File: src/sv/tte_pkg.sv
// Package for the time tag record encoder.
// Constants, FSM state type and the controller/datapath command and status structs.
// No dependencies.
package tte_pkg;

  localparam int unsigned MacroBits    = 12;
  localparam int unsigned MaxOvfPerRec = 65536;
  localparam int unsigned MacroW       = 64;
  localparam int unsigned MicroW       = 12;
  localparam int unsigned RouteW       = 4;
  localparam int unsigned CountW       = 17;
  localparam int unsigned DistW        = 32;
  localparam int unsigned OvsW         = DistW - MacroBits;
  localparam int unsigned TotalW       = 52;

  localparam logic [MicroW-1:0] AdcFull = {MicroW{1'b1}};

  typedef enum logic {
    S_IDLE,
    S_RUN
  } state_e;

  typedef struct packed {
    logic load;
    logic emit;
  } cmd_t;

  typedef struct packed {
    logic rem_gt1;
  } sts_t;

endpackage

File: src/sv/tte_if.sv
// Request channel interfaces: photon events in, encoded records out.
// Depends on tte_pkg.
interface tte_in_if;
  logic                        valid;
  logic                        ready;
  logic [tte_pkg::MacroW-1:0]  tag_time;
  logic [tte_pkg::MicroW-1:0]  micro_time;
  logic [tte_pkg::RouteW-1:0]  routing_channel;

  modport source (output valid, tag_time, micro_time, routing_channel, input ready);
  modport sink   (input valid, tag_time, micro_time, routing_channel, output ready);
endinterface

interface tte_out_if;
  logic                          valid;
  logic                          ready;
  logic                          is_overflow_record;
  logic [tte_pkg::CountW-1:0]    overflow_count;
  logic [tte_pkg::MacroBits-1:0] macro_low;
  logic [tte_pkg::MicroW-1:0]    adc_value;
  logic [tte_pkg::RouteW-1:0]    route;
  logic                          mtov_flag;
  logic                          invalid_flag;
  logic                          last_of_run;

  modport source (output valid, is_overflow_record, overflow_count, macro_low, adc_value,
                  route, mtov_flag, invalid_flag, last_of_run, input ready);
  modport sink   (input valid, is_overflow_record, overflow_count, macro_low, adc_value,
                  route, mtov_flag, invalid_flag, last_of_run, output ready);
endinterface

File: src/sv/tte_datapath.sv
// Datapath: overflow total, per-request working registers and the output record register.
// Depends on tte_pkg.
module tte_datapath (
  input  logic                         clk_i,
  input  logic                         rst_ni,
  input  tte_pkg::cmd_t                cmd_i,
  output tte_pkg::sts_t                sts_o,
  input  logic [tte_pkg::MacroW-1:0]   tag_time_i,
  input  logic [tte_pkg::MicroW-1:0]   micro_time_i,
  input  logic [tte_pkg::RouteW-1:0]   routing_channel_i,
  output logic                         is_overflow_record_o,
  output logic [tte_pkg::CountW-1:0]   overflow_count_o,
  output logic [tte_pkg::MacroBits-1:0] macro_low_o,
  output logic [tte_pkg::MicroW-1:0]   adc_value_o,
  output logic [tte_pkg::RouteW-1:0]   route_o,
  output logic                         mtov_flag_o,
  output logic                         invalid_flag_o,
  output logic                         last_of_run_o
);
  import tte_pkg::*;

  localparam logic [OvsW-1:0] MaxOvs = OvsW'(MaxOvfPerRec);

  logic [TotalW-1:0]    total_q, total_d;
  logic [OvsW-1:0]      rem_q, rem_d;
  logic [MacroBits-1:0] low_q;
  logic [MicroW-1:0]    adc_q;
  logic [RouteW-1:0]    route_q;

  logic [DistW-1:0]     span;
  logic [OvsW-1:0]      ovs;
  logic [OvsW-1:0]      chunk;

  logic                 ovr_q;
  logic [CountW-1:0]    cnt_q;
  logic [MacroBits-1:0] mlow_q;
  logic [MicroW-1:0]    oadc_q;
  logic [RouteW-1:0]    oroute_q;
  logic                 mtov_q;
  logic                 inval_q;
  logic                 last_q;

  // distance to the last overflow boundary, modulo 2^32
  assign span  = tag_time_i[DistW-1:0] - {total_q[OvsW-1:0], {MacroBits{1'b0}}};
  assign ovs   = span[DistW-1:MacroBits];
  assign chunk = (rem_q > MaxOvs) ? MaxOvs : rem_q;

  assign sts_o.rem_gt1 = (rem_q > OvsW'(1));

  always_comb begin
    total_d = total_q;
    rem_d   = rem_q;
    if (cmd_i.load) begin
      total_d = total_q + TotalW'(ovs);
      rem_d   = ovs;
    end else if (cmd_i.emit && sts_o.rem_gt1) begin
      rem_d   = rem_q - chunk;
    end
  end

  always_ff @(posedge clk_i or negedge rst_ni) begin
    if (!rst_ni) begin
      total_q <= '0;
    end else begin
      total_q <= total_d;
    end
  end

  always_ff @(posedge clk_i) begin
    rem_q <= rem_d;
    if (cmd_i.load) begin
      low_q   <= span[MacroBits-1:0];
      adc_q   <= AdcFull - micro_time_i;
      route_q <= routing_channel_i;
    end
  end

  always_ff @(posedge clk_i) begin
    if (cmd_i.emit) begin
      if (sts_o.rem_gt1) begin
        ovr_q    <= 1'b1;
        cnt_q    <= CountW'(chunk);
        mlow_q   <= '0;
        oadc_q   <= '0;
        oroute_q <= '0;
        mtov_q   <= 1'b1;
        inval_q  <= 1'b1;
        last_q   <= 1'b0;
      end else begin
        ovr_q    <= 1'b0;
        cnt_q    <= '0;
        mlow_q   <= low_q;
        oadc_q   <= adc_q;
        oroute_q <= route_q;
        mtov_q   <= (rem_q == OvsW'(1));
        inval_q  <= 1'b0;
        last_q   <= 1'b1;
      end
    end
  end

  assign is_overflow_record_o = ovr_q;
  assign overflow_count_o     = cnt_q;
  assign macro_low_o          = mlow_q;
  assign adc_value_o          = oadc_q;
  assign route_o              = oroute_q;
  assign mtov_flag_o          = mtov_q;
  assign invalid_flag_o       = inval_q;
  assign last_of_run_o        = last_q;

endmodule

File: src/sv/tte_ctrl.sv
// Controller FSM: takes a request, then steps out overflow records and the photon record.
// Depends on tte_pkg.
module tte_ctrl (
  input  logic          clk_i,
  input  logic          rst_ni,
  input  logic          in_valid_i,
  output logic          in_ready_o,
  output logic          out_valid_o,
  input  logic          out_ready_i,
  input  tte_pkg::sts_t sts_i,
  output tte_pkg::cmd_t cmd_o
);
  import tte_pkg::*;

  state_e state_q, state_d;
  logic   out_valid_q, out_valid_d;
  logic   slot_free;

  assign slot_free = !out_valid_q || out_ready_i;

  always_comb begin
    state_d = state_q;
    case (state_q)
      S_IDLE: begin
        if (in_valid_i) state_d = S_RUN;
      end
      S_RUN: begin
        if (slot_free && !sts_i.rem_gt1) state_d = S_IDLE;
      end
      default: state_d = S_IDLE;
    endcase
  end

  always_comb begin
    in_ready_o = 1'b0;
    cmd_o      = '0;
    case (state_q)
      S_IDLE: begin
        in_ready_o = 1'b1;
        cmd_o.load = in_valid_i;
      end
      S_RUN: begin
        cmd_o.emit = slot_free;
      end
      default: begin
        in_ready_o = 1'b0;
      end
    endcase
  end

  always_comb begin
    out_valid_d = out_valid_q;
    if (cmd_o.emit) begin
      out_valid_d = 1'b1;
    end else if (out_ready_i) begin
      out_valid_d = 1'b0;
    end
  end

  always_ff @(posedge clk_i or negedge rst_ni) begin
    if (!rst_ni) begin
      state_q     <= S_IDLE;
      out_valid_q <= 1'b0;
    end else begin
      state_q     <= state_d;
      out_valid_q <= out_valid_d;
    end
  end

  assign out_valid_o = out_valid_q;

endmodule

File: src/sv/time_tag_record_encoder.sv
// Top level of the time tag record encoder: controller plus datapath.
// Depends on tte_pkg, tte_if, tte_ctrl and tte_datapath.
//
//   port    dir  kind        content
//   in_i    in   tte_in_if   photon event: macro time, micro time, routing channel
//   out_o   out  tte_out_if  overflow records, then one photon record per request
//
// A request is taken in S_IDLE, then the emit loop in S_RUN steps out N overflow records,
// N from 0 to 16, and then the photon record.
// The next request is taken once the photon record is in the output register.
// Reset clears the overflow total, the FSM and the output valid.
// A stalled output holds its record and stops the emit loop.
module time_tag_record_encoder (
  input logic         clk_i,
  input logic         rst_ni,
  tte_in_if.sink      in_i,
  tte_out_if.source   out_o
);
  import tte_pkg::*;

  cmd_t cmd;
  sts_t sts;

  tte_ctrl u_ctrl (
    .clk_i       (clk_i),
    .rst_ni      (rst_ni),
    .in_valid_i  (in_i.valid),
    .in_ready_o  (in_i.ready),
    .out_valid_o (out_o.valid),
    .out_ready_i (out_o.ready),
    .sts_i       (sts),
    .cmd_o       (cmd)
  );

  tte_datapath u_datapath (
    .clk_i                (clk_i),
    .rst_ni               (rst_ni),
    .cmd_i                (cmd),
    .sts_o                (sts),
    .tag_time_i           (in_i.tag_time),
    .micro_time_i         (in_i.micro_time),
    .routing_channel_i    (in_i.routing_channel),
    .is_overflow_record_o (out_o.is_overflow_record),
    .overflow_count_o     (out_o.overflow_count),
    .macro_low_o          (out_o.macro_low),
    .adc_value_o          (out_o.adc_value),
    .route_o              (out_o.route),
    .mtov_flag_o          (out_o.mtov_flag),
    .invalid_flag_o       (out_o.invalid_flag),
    .last_of_run_o        (out_o.last_of_run)
  );

  a_busy_after_take: assert property (@(posedge clk_i) disable iff (!rst_ni)
    in_i.valid && in_i.ready |=> !in_i.ready)
    else $error("request taken while previous one in flight");

  a_ovf_count_range: assert property (@(posedge clk_i) disable iff (!rst_ni)
    out_o.valid && out_o.is_overflow_record |->
      out_o.overflow_count >= CountW'(2) && out_o.overflow_count <= CountW'(MaxOvfPerRec))
    else $error("overflow record count out of range");

  a_photon_fields: assert property (@(posedge clk_i) disable iff (!rst_ni)
    out_o.valid && !out_o.is_overflow_record |->
      out_o.last_of_run && !out_o.invalid_flag && out_o.overflow_count == '0)
    else $error("malformed photon record");

  a_ovf_not_last: assert property (@(posedge clk_i) disable iff (!rst_ni)
    out_o.valid && out_o.is_overflow_record |-> !out_o.last_of_run && !in_i.ready)
    else $error("overflow record ends a run");

endmodule
File: src/flat_wrapper.sv
// flat-port wrapper written by rule: the top's interface ports become plain ports
module time_tag_record_encoder_flat import tte_pkg::*;
  (clk_i, rst_ni, in_i_valid, in_i_tag_time, in_i_micro_time, in_i_routing_channel, in_i_ready, out_o_valid, out_o_is_overflow_record, out_o_overflow_count, out_o_macro_low, out_o_adc_value, out_o_route, out_o_mtov_flag, out_o_invalid_flag, out_o_last_of_run, out_o_ready);
  tte_in_if in_i_i ();
  tte_out_if out_o_i ();
  input logic clk_i;
  input logic rst_ni;
  input wire logic [$bits(in_i_i.valid)-1:0] in_i_valid;
  input wire logic [$bits(in_i_i.tag_time)-1:0] in_i_tag_time;
  input wire logic [$bits(in_i_i.micro_time)-1:0] in_i_micro_time;
  input wire logic [$bits(in_i_i.routing_channel)-1:0] in_i_routing_channel;
  output wire logic [$bits(in_i_i.ready)-1:0] in_i_ready;
  output wire logic [$bits(out_o_i.valid)-1:0] out_o_valid;
  output wire logic [$bits(out_o_i.is_overflow_record)-1:0] out_o_is_overflow_record;
  output wire logic [$bits(out_o_i.overflow_count)-1:0] out_o_overflow_count;
  output wire logic [$bits(out_o_i.macro_low)-1:0] out_o_macro_low;
  output wire logic [$bits(out_o_i.adc_value)-1:0] out_o_adc_value;
  output wire logic [$bits(out_o_i.route)-1:0] out_o_route;
  output wire logic [$bits(out_o_i.mtov_flag)-1:0] out_o_mtov_flag;
  output wire logic [$bits(out_o_i.invalid_flag)-1:0] out_o_invalid_flag;
  output wire logic [$bits(out_o_i.last_of_run)-1:0] out_o_last_of_run;
  input wire logic [$bits(out_o_i.ready)-1:0] out_o_ready;
  assign in_i_i.valid = in_i_valid;
  assign in_i_i.tag_time = in_i_tag_time;
  assign in_i_i.micro_time = in_i_micro_time;
  assign in_i_i.routing_channel = in_i_routing_channel;
  assign in_i_ready = in_i_i.ready;
  assign out_o_valid = out_o_i.valid;
  assign out_o_is_overflow_record = out_o_i.is_overflow_record;
  assign out_o_overflow_count = out_o_i.overflow_count;
  assign out_o_macro_low = out_o_i.macro_low;
  assign out_o_adc_value = out_o_i.adc_value;
  assign out_o_route = out_o_i.route;
  assign out_o_mtov_flag = out_o_i.mtov_flag;
  assign out_o_invalid_flag = out_o_i.invalid_flag;
  assign out_o_last_of_run = out_o_i.last_of_run;
  assign out_o_i.ready = out_o_ready;
  time_tag_record_encoder u_core (.clk_i(clk_i), .rst_ni(rst_ni), .in_i(in_i_i), .out_o(out_o_i));
endmodule
File: config.mk
export PLATFORM = sky130hd
export DESIGN_NAME = time_tag_record_encoder_flat
export DESIGN_NICKNAME = d
export VERILOG_FILES = /design/src/sv/tte_pkg.sv /design/src/sv/tte_if.sv /design/src/sv/tte_datapath.sv /design/src/sv/tte_ctrl.sv /design/src/sv/time_tag_record_encoder.sv /design/src/flat_wrapper.sv
export SDC_FILE = /design/constraint.sdc
export NUM_CORES = 1
export LEC_CHECK = 0
export BUFFER_PORTS_ARGS = -buffer_cell sky130_fd_sc_hd__buf_4
export CORE_MARGIN = 1.5
export CORE_UTILIZATION = 55
export CTS_BUF_LIST = sky130_fd_sc_hd__clkbuf_4
export DETAILED_ROUTE_END_ITERATION = 8
export PLACE_DENSITY = 0.8
export SETUP_SLACK_MARGIN = 0.02
export SLEW_MARGIN = 20
export SYNTH_ARGS = -nofsm -noshare
export SYNTH_HDL_FRONTEND = slang
export SYNTH_SLANG_ARGS = --single-unit
File: constraint.sdc
create_clock -name clk_i -period 11.2 [get_ports clk_i]
set_input_delay 1.68 -clock clk_i [delete_from_list [all_inputs] [get_ports clk_i]]
set_output_delay 1.68 -clock clk_i [all_outputs]
set_load 0.01 [all_outputs]
==> out/qor.yml <==
status: "completed"
syn_to_final_growth_pct: 18.4
n_fill_cell: 853
crit_fanout: 5
worstSetupPathType: "in2reg"
clkLatencyLatePin_ps: 490
fp.dieW_um: 112
setup_violations: 0
ys_warn_count: 0
dp_hpwl_mm: 9.65
cp-end-kind: "flip-flop"
grt_pass1_wl_mm: 21.2
syn-num-nets: 726
cts_buffers: 17
h-tree-depth: 4
synth_edf_count: 96
timing.fmax_ghz: 0.183
grt.total_usage_pct: 21.3
finalHoldViolations: 0
skew_ps: 19.9
io_pins: 135
cts_root_buffer: "clkbuf_4"
slew_headroom_pct: 35.7
synthArstFlopShare_pct: 18.6
finalCritPeriodShare_pct: 48.8
synth_cell_type_count: 64
via_per_inst: 5.47
grt_antenna_before_repair: 1
ys.flop_type: "edfxtp_1"
pre_cts_slack_ps: 5330
arrival_ps: 5900
synth.avg_cell_area_um2: 10.8
setup_tns_ps: 0
num_rows: 39
firstDrtPassIters: 5
cts_tree: "yes"
yosysSeqAreaShare_pct: 53.0
grt_max_degree: 50
cts_resized: 0
power.leakage_nw: 3.30
mostFrequentLayoutCells: "buf_4, edfxtp_1, nand2_1"
synth_area_mm2: 0.00648
initial_core_util_pct: 56.5
fp.dieH_um: 112
synth-seq-cells: 118
layout-drive-gt1-share_pct: 21.8
cts_setup_buffers: 0
hold_class: "reg2reg"
required_ps: 11630
grt.overflow.total: 0
place.gp.congestion: 0.830
routed_wl_mm: 12.8
drv_cap: 0
final_common_cell: "buf_4"
grt_pass1_vias: 4616
cts.sinks: 118
io_buffers: 102
cp-start-kind: "input pin"
multi_input_area_mm2: 0.00280
vias: 4722
clockBufferDepth: 2
drt_iter0_drc: 332
seqCellArea_mm2: 0.00343
layout_setup_ws_ps: 5730
wl_per_cell_um: 14.9
path_clk_slew_ps: 110
syn_inst: 600
irDropWorstVdd_v: 0.000119
cts_hold_buf: 0
drc: 0
nNetsFinal: 832
fp.coreArea_mm2: 0.0115
ant_nets: 0
finalCriticalPeriod_ps: 5470
rsz0062_at_grt: "false"
die_area_mm2: 0.0124
slew_violations: 0
p_per_area_mw_per_mm2: 193
worst_pin_slew_ps: 963
[layer usage]
metal / GRT usage (%) / share of wire, % / wire length [um] / vias to the layer above
met3: 5.12 / 5.5 / 700 / 12
met5: 0 / 0 / 0 / -
met2: 35.1 / 48 / 6180 / 144
met4: 7.17 / 1.2 / 158 / 0
li1: - / - / - / 2360
met1: 27.8 / 45 / 5800 / 2206
[final timing paths]
check | slack (ps) | end | start | depth (start not counted)
max | 5730 | u_core.u_datapath.total_q[19] | in_i_tag_time[12] | 20
min | 500 | u_core.u_datapath.total_q[0] | u_core.u_datapath.total_q[0] | 1
max reg2reg | 6670 | u_core.u_datapath.total_q[19] | u_core.u_datapath.total_q[0] | 18
min reg2reg | 500 | u_core.u_datapath.total_q[0] | u_core.u_datapath.total_q[0] | 1
max in group asynchronous | 9890 | u_core.u_datapath.total_q[7] | rst_ni | 1
min in group asynchronous | 1060 | u_core.u_datapath.total_q[19] | rst_ni | 1
[logic make-up after synthesis]
kind of cell               count (synthesis)  synth area share, %
adders and majority gates                 42                 8.35
and+or+nand+nor                          206                 15.8
AOI/OAI and AO/OA                        138                 14.5
DFF                                      118                 53.0
buffers and inverters                     62                 3.77
muxes                                      1                0.174
xor gates and xnor gates                  32                 4.33
other                                      1               0.0579
[synthesized netlist by cell type, types with 2 or more instances]
cell,n,area (um2)
nor4_1,2,12.5
a21oi_1,26,130
buf_2,3,15.0
nand2b_1,9,56.3
nor2_1,38,143
nor2b_1,2,12.5
dfrtp_1,22,551
o21ai_1,2,10.0
inv_1,41,154
edfxtp_1,96,2880
buf_1,3,11.3
ha_1,40,500
o21ai_0,38,190
o2bb2ai_1,3,26.3
clkbuf_1,11,41.3
o311ai_0,2,17.5
fa_1,2,40.0
or2_2,2,12.5
o21bai_1,5,37.5
a31oi_1,2,12.5
and3_1,3,18.8
o2111ai_1,4,35.0
o21a_1,5,37.5
and2_1,46,288
nand2_1,64,240
o211ai_1,2,15.0
a211oi_1,4,30.0
inv_2,2,7.51
a21o_1,20,150
a21oi_2,5,43.8
nand4_1,3,18.8
o31ai_1,2,15.0
nand3_1,16,80.1
nor3_1,11,55.1
or3_1,4,25.0
xnor2_1,16,140
buf_4,2,15.0
xor2_1,16,140
[metrics by stage]
step	cells	cell area [um2]	util, %	hold slack (ps)	power, mW
detailed placement	830	7370	64.3	467	1.16
floorplan	600	6480	-	446	1.02
finish	863	7670	66.9	502	1.48
global route	863	7670	66.9	520	1.58
global placement	830	7370	64.3	461	1.14
CTS	862	7660	66.8	503	1.48
[sequential cells by signal, summed over array words and instances (netlist names)]
register / count
u_core.u_datapath.overflow_count_o: 17
u_core.u_datapath.last_of_run_o: 1
u_core.u_datapath.adc_q: 12
u_core.u_ctrl.state_q: 1
u_core.u_datapath.rem_q: 20
u_core.u_datapath.route_o: 4
u_core.u_datapath.low_q: 12
u_core.u_ctrl.out_valid_o: 1
u_core.u_datapath.adc_value_o: 12
u_core.u_datapath.invalid_flag_o: 1
u_core.u_datapath.route_q: 4
u_core.u_datapath.total_q: 20
u_core.u_datapath.macro_low_o: 12
u_core.u_datapath.mtov_flag_o: 1
[worst max-delay path, cell delays in order]
cell and delay (ps):
buf_4 110, inv_1 50, ha_1 260, inv_1 80, fa_1 440, a21o_1 190, a21oi_1 280, o21ai_0 270
a41oi_1 450, o21bai_1 160, xor2_1 330, ha_1 330, nand2_1 90, nand2_1 50, a21oi_1 140, nor2b_1 80
o41ai_1 400, a32oi_1 200, xor2_1 170, o21ai_1 130
[layout make-up]
| cell class | count | share of cell area, % |
|---|---|---|
| multi-input cells | 420 | 36.5 |
| flip-flops and latches | 118 | 44.8 |
| diodes | 1 | 0.0326 |
| well taps | 143 | 2.33 |
| clock buffers | 18 | 1.76 |
| clock inverters | 14 | 2.09 |
| repair buffers | 106 | 10.4 |
| inverters | 43 | 2.11 |
[power by group]
part           leakage (nW)  total, mW  switching (mW)  internal [mW]
Sequential             1.20      0.538          0.0269          0.511
Clock                 0.147      0.310           0.155          0.155
Combinational          1.95      0.629           0.359          0.270
Power figures use the tool's default switching activity.
